[config.mk]
export PLATFORM = sky130hd
export DESIGN_NAME = bba_ctrl
export DESIGN_NICKNAME = d
export VERILOG_FILES = /design/src/rtl/bba_pkg.sv /design/src/rtl/bba_ctrl.sv
export VERILOG_INCLUDE_DIRS = /design/src /design/src/rtl
export SDC_FILE = /design/constraint.sdc
export NUM_CORES = 1
export LEC_CHECK = 0
export BUFFER_PORTS_ARGS = -buffer_cell sky130_fd_sc_hd__buf_4
export CAP_MARGIN = 20
export CORE_UTILIZATION = 30
export CTS_BUF_LIST = sky130_fd_sc_hd__clkbuf_8
export CTS_CLUSTER_SIZE = 30
export DETAILED_ROUTE_END_ITERATION = 8
export RECOVER_POWER = 25
export SETUP_SLACK_MARGIN = 0.2
export SLEW_MARGIN = 20
export SYNTH_ARGS = -nofsm -noshare
export SYNTH_HDL_FRONTEND = slang
export SYNTH_SLANG_ARGS = --single-unit
[constraint.sdc]
create_clock -name clk_i -period 1.83 [get_ports clk_i]
set_input_delay 0.366 -clock clk_i [delete_from_list [all_inputs] [get_ports clk_i]]
set_output_delay 0.366 -clock clk_i [all_outputs]
set_load 0.05 [all_outputs]
[src/rtl/buddy_block_allocator_defines.svh]
// Assertion macros shared by the buddy block allocator modules.
`ifndef BUDDY_BLOCK_ALLOCATOR_DEFINES_SVH
`define BUDDY_BLOCK_ALLOCATOR_DEFINES_SVH
`ifndef SYNTHESIS
`define BBA_ASSERT_IMPL(label, ante, cons, msg) \
  label: assert property (@(posedge clk_i) disable iff (!rst_ni) (ante) |-> (cons)) \
    else $error(msg);
`define BBA_ASSERT_NEXT(label, ante, cons, msg) \
  label: assert property (@(posedge clk_i) disable iff (!rst_ni) (ante) |=> (cons)) \
    else $error(msg);
`else
`define BBA_ASSERT_IMPL(label, ante, cons, msg)
`define BBA_ASSERT_NEXT(label, ante, cons, msg)
`endif
`endif

[src/rtl/bba_pkg.sv]
// Shared types and constants of the buddy block allocator.
package bba_pkg;

  localparam int SIZE_W      = 14;
  localparam int ADDR_W      = 32;
  localparam int ORD_W       = 4;
  localparam int KORD_W      = 5;
  localparam int CFG_IDX_W   = 2;
  localparam int ORDER_LIMIT = 16;

  localparam logic [CFG_IDX_W-1:0] REG_HEAP_BASE  = 2'd0;
  localparam logic [CFG_IDX_W-1:0] REG_HEAP_BYTES = 2'd1;
  localparam logic [CFG_IDX_W-1:0] REG_ORD_CAP    = 2'd2;

  typedef enum logic [2:0] {
    ST_OK      = 3'd0,
    ST_ZERO    = 3'd1,
    ST_BIG     = 3'd2,
    ST_NOFREE  = 3'd3,
    ST_BADFREE = 3'd4
  } status_e;

  typedef enum logic [3:0] {
    DP_NOP,
    DP_CLEAR,
    DP_LOAD,
    DP_DIV,
    DP_WALK_RD,
    DP_WALK_EV,
    DP_PICK,
    DP_SPLIT,
    DP_GRANT,
    DP_FREE_RD,
    DP_FREE_CLR,
    DP_MERGE_RD,
    DP_MERGE_EV,
    DP_FREE_END,
    DP_ERROR
  } dp_op_e;

  typedef struct packed {
    logic             free;
    logic             alloc;
    logic [ORD_W-1:0] order;
  } entry_t;

  typedef struct packed {
    dp_op_e  op;
    status_e err;
  } dp_cmd_t;

  typedef struct packed {
    logic init_req;
    logic clr_last;
    logic is_free;
    logic zero_req;
    logic too_big;
    logic bad_pre;
    logic entry_alloc;
    logic merge_more;
    logic merge_ok;
    logic walk_stop;
    logic best_found;
    logic split_more;
  } dp_stat_t;

endpackage

[src/rtl/bba_ctrl.sv]
// Controller: sequences clearing, search, split, division and merge steps.
`include "buddy_block_allocator_defines.svh"
module bba_ctrl import bba_pkg::*; (
  input  logic     clk_i,
  input  logic     rst_ni,
  input  logic     in_valid_i,
  output logic     in_stall_o,
  output logic     out_valid_o,
  input  logic     out_stall_i,
  output dp_cmd_t  cmd_o,
  input  dp_stat_t stat_i
);

  typedef enum logic [4:0] {
    S_CLEAR, S_IDLE, S_DISPATCH, S_DIV, S_FCHK, S_FREE_RD, S_FREE_EV,
    S_MERGE_TEST, S_MERGE_RD, S_MERGE_EV, S_FREE_END, S_WALK_RD, S_WALK_EV,
    S_WALK_END, S_SPLIT, S_GRANT, S_ERROR
  } state_e;

  state_e  state_q, state_d;
  status_e err_q, err_d;
  logic    out_valid_q, out_valid_d;
  logic    out_free, res_op;
  dp_op_e  op;

  assign out_free = !out_valid_q || !out_stall_i;

  always_comb begin
    state_d = state_q;
    err_d   = err_q;
    op      = DP_NOP;
    unique case (state_q)
      S_CLEAR: begin
        op = DP_CLEAR;
        if (stat_i.clr_last) state_d = S_IDLE;
      end
      S_IDLE: begin
        if (in_valid_i && !stat_i.init_req) begin
          op      = DP_LOAD;
          state_d = S_DISPATCH;
        end
      end
      S_DISPATCH: begin
        priority if (stat_i.is_free) begin
          state_d = S_DIV;
        end else if (stat_i.zero_req) begin
          err_d   = ST_ZERO;
          state_d = S_ERROR;
        end else if (stat_i.too_big) begin
          err_d   = ST_BIG;
          state_d = S_ERROR;
        end else begin
          state_d = S_WALK_RD;
        end
      end
      S_DIV: begin
        op      = DP_DIV;
        state_d = S_FCHK;
      end
      S_FCHK: begin
        if (stat_i.bad_pre) begin
          err_d   = ST_BADFREE;
          state_d = S_ERROR;
        end else begin
          state_d = S_FREE_RD;
        end
      end
      S_FREE_RD: begin
        op      = DP_FREE_RD;
        state_d = S_FREE_EV;
      end
      S_FREE_EV: begin
        if (!stat_i.entry_alloc) begin
          err_d   = ST_BADFREE;
          state_d = S_ERROR;
        end else begin
          op      = DP_FREE_CLR;
          state_d = S_MERGE_TEST;
        end
      end
      S_MERGE_TEST: state_d = stat_i.merge_more ? S_MERGE_RD : S_FREE_END;
      S_MERGE_RD: begin
        op      = DP_MERGE_RD;
        state_d = S_MERGE_EV;
      end
      S_MERGE_EV: begin
        op      = DP_MERGE_EV;
        state_d = stat_i.merge_ok ? S_MERGE_TEST : S_FREE_END;
      end
      S_FREE_END: begin
        if (out_free) begin
          op      = DP_FREE_END;
          state_d = S_IDLE;
        end
      end
      S_WALK_RD: begin
        op      = DP_WALK_RD;
        state_d = S_WALK_EV;
      end
      S_WALK_EV: begin
        op      = DP_WALK_EV;
        state_d = stat_i.walk_stop ? S_WALK_END : S_WALK_RD;
      end
      S_WALK_END: begin
        if (stat_i.best_found) begin
          op      = DP_PICK;
          state_d = S_SPLIT;
        end else begin
          err_d   = ST_NOFREE;
          state_d = S_ERROR;
        end
      end
      S_SPLIT: begin
        if (stat_i.split_more) op = DP_SPLIT;
        else                   state_d = S_GRANT;
      end
      S_GRANT: begin
        if (out_free) begin
          op      = DP_GRANT;
          state_d = S_IDLE;
        end
      end
      S_ERROR: begin
        if (out_free) begin
          op      = DP_ERROR;
          state_d = S_IDLE;
        end
      end
      default: state_d = S_CLEAR;
    endcase
    // a largest-order write restarts the clearing pass
    if (stat_i.init_req) state_d = S_CLEAR;
  end

  assign res_op = (op == DP_GRANT) || (op == DP_FREE_END) || (op == DP_ERROR);

  always_comb begin
    out_valid_d = out_valid_q;
    if (!out_stall_i) out_valid_d = 1'b0;
    if (res_op)       out_valid_d = 1'b1;
  end

  always_ff @(posedge clk_i or negedge rst_ni) begin
    if (!rst_ni) begin
      state_q     <= S_CLEAR;
      err_q       <= ST_OK;
      out_valid_q <= 1'b0;
    end else begin
      state_q     <= state_d;
      err_q       <= err_d;
      out_valid_q <= out_valid_d;
    end
  end

  assign cmd_o.op    = op;
  assign cmd_o.err   = err_q;
  assign in_stall_o  = (state_q != S_IDLE) || stat_i.init_req;
  assign out_valid_o = out_valid_q;

  `BBA_ASSERT_IMPL(a_result_slot, res_op, !out_valid_q || !out_stall_i, "result overwrote a pending transfer")
  `BBA_ASSERT_NEXT(a_init_clears, stat_i.init_req, state_q == S_CLEAR, "largest-order write did not start clearing")
  `BBA_ASSERT_NEXT(a_hold_result, out_valid_q && out_stall_i, out_valid_q, "pending result dropped")

endmodule

==> results.toml <==
[logic_synthesis]
synth.area.top_cells = "dfrtp_1 (23%), a21oi_1 (6.5%), o21ai_0 (6.5%)"
yosysWarnings = 0
ys_top_cells_by_count = "nand2_1 (16), a21oi_1 (13), o21ai_0 (13), dfrtp_1 (9)"
yosys.area.top_type = "dfrtp_1"
synthFlopType = "dfrtp_1"
synth_top_area_share_pct = 22.6
postSynthRegisterBits = 9
synth_seq_area_share_pct = 22.6
async_reset_ff_share_pct = 100
syn-mean-instance-area_um2 = 7.40
yosysMostFrequentCell = "nand2_1"
syn_area_um2 = 998
synth_cell_types = 40
syn_nets = 151
synth_edf_count = 0
synthCells = 135

[detailed_routing]
num_vias = 1435
drc = 0
drt-pass1-iter-count = 5
dr.first_iter.drc_count = 144
via_per_inst = 5.76
post_drt_wl_per_cell_um = 19.4
ant_nets = 0
routed_wl_um = 4830

[critical_path]
reg2reg_depth = 10
crit_fanout = 7
cp.required_ns = 1.93
worstSetupEndpointType = "flop"
start_kind = "flop"
cp.arrival_ns = 2.18
crit_type = "flop to flop"

[flow_run]
maxCapViolCount = 0

[pwr]
p_seq_share_pct = 13.2
combPwrFrac_pct = 78.0
p_total_mw = 2.70
powerDensity_mw_per_mm2 = 1380
switching_share_pct = 49.9
leakage_nw = 0.841
p_sw_mw = 1.35
vdd_drop_max_mv = 0.817
p_int_mw = 1.35
power_frac_clock_pct = 8.8

[cells_and_area]
nNetsFinal = 222
area_delta_synth_final_pct = 95.6
drive_above_1_share_pct = 61.0
num_antenna_cells = 0

[clock_tree]
cts_root_buf = "clkbuf_8"
clkSinkCount = 9
clockBufferDepth = 2
clkLatencyLatePin_ns = 0.24
h-tree-depth = 1
path_clk_slew_ns = 0.05
cts_tree = "done"
cts_buffers = 3

[die]
coreArea_mm2 = 0.00310
num_rows = 20
fp.dieH_um = 59.7
fp.dieW_um = 59.7
io_pins = 25
die_area_mm2 = 0.00356
start_util_pct = 32.2

[placed_design]
io_buffers = 24
gp_congestion = 0.905
hpwl_um = 2630
pre_cts_ws_ns = -0.0637

[global_route]
grt_usage_pct = 23.7
overflow = 0
antenna_found_initial = 0
grt_pass1_wl_um = 6320
grt_pass1_vias = 1364
grt_max_degree = 12

[timing]
rsz0062_at_grt = "true"
layout_setup_ws_ns = -0.253
worst_slew_pin_slew_ns = 0.547
drv_slew = 0
period_share_pct = 114
holdWs_ns = 0.430
hold_violations = 0
period_minus_slack_ns = 2.08
fmax_ghz = 0.480
skew_ns = 0.00543
setup_viol = 10
fin_setup_tns_ns = -1.79
max_slew_margin_pct = 63.5

[status]
status = "finished, violations left"
violations = "negative setup slack"

[worst_hold_path]
hold_class = "input pin to flop"
worstHoldPathCells = 3
## stage by stage
step | utilization [%] | area (µm²) | std cells
global route | 62.9 | 1950 | 249
detailed placement | 46.7 | 1450 | 224
floorplan | - | 1040 | 135
finish | 62.9 | 1950 | 249
global placement | 46.7 | 1450 | 224
CTS | 54.2 | 1680 | 237
## logic make-up (layout without fill, tap and decap cells)
family	Yosys count	after routing	synth area share [%]
xor+xnor	3	3	2.63
compound gates	49	49	31.6
mux	5	5	6.52
flops	9	9	22.6
buf+inv	17	87	8.77
simple gates	52	52	27.9
## power groups by stage
stage / Combinational, mW / Sequential [mW] / Clock [mW]
2_1_floorplan: 0.907 / 0.407 / 0
3_3_place_gp: 1.47 / 0.338 / 0
3_5_place_dp: 1.47 / 0.340 / 0
4_1_cts: 1.68 / 0.341 / 0.237
5_1_grt: 2.21 / 0.364 / 0.253
6_report: 2.10 / 0.356 / 0.238
## flip-flops by register name, summed over array words and instances (netlist names)
name and flops:
err_q 3, state_q 5, out_valid_o 1
## final timing paths
kind                             start  slack (ns)     endpoint
max reg2reg                 state_q[2]       -0.25   state_q[0]
min reg2reg                   err_q[2]        0.51     err_q[2]
max                         state_q[2]       -0.25   state_q[0]
max in group asynchronous       rst_ni        0.81   state_q[3]
min in group asynchronous       rst_ni        0.62   state_q[1]
min                        out_stall_i        0.43  out_valid_o
## per-layer routing
layer / track usage, % / vias up / routed length (µm)
met4: 12.0 / 0 / 190
met2: 38.1 / 85 / 2430
met3: 2.81 / 20 / 334
met5: 0 / - / 0
li1: - / 637 / -
met1: 31.1 / 693 / 1870
## what timing repair did
item	in CTS	in global routing
hold buffers	1	0
gates resized for setup	36	39
hold endpoints to repair	9	0
buffers inserted	8	12
pin swaps	7	16
endpoints found under the setup margin	13	13
## critical path: stages (launching register included)
cell and delay, ns:
dfrtp_2 0.46, buf_6 0.15, buf_4 0.12, buf_6 0.11
buf_4 0.10, buf_4 0.09, nor3_1 0.04, a21oi_1 0.15
a21oi_1 0.10, a2111oi_1 0.46, o21ai_1 0.15
## layout make-up
type,count,area [µm²]
fill,255,1150
clock inverter,1,3.75
timing repair buffer,78,676
tap,44,55.1
clock buffer,3,41.3
sequential,9,233
inverter,5,18.8
multi-input combinational,109,926
## layout by cell type (no fill, tap or decap), drive strengths merged, types with 2 or more instances in the layout
cell | synthesis | routed
o21ai | 13 | 13
o21bai | 2 | 2
mux2 | 3 | 3
inv | 5 | 6
mux2i | 2 | 2
nand2 | 16 | 16
o211ai | 2 | 2
a31oi | 2 | 2
nand3 | 2 | 2
a211oi | 2 | 2
dfrtp | 9 | 9
a32oi | 3 | 3
o21a | 2 | 2
or2 | 2 | 2
nor2b | 7 | 7
nor3 | 7 | 7
and2 | 3 | 3
nand3b | 3 | 3
a21oi | 13 | 13
nor3b | 3 | 3
clkbuf | 2 | 4
buf | 10 | 76
o22ai | 2 | 2
nor2 | 6 | 6
xnor2 | 3 | 3
Power figures use the tool's default switching activity.
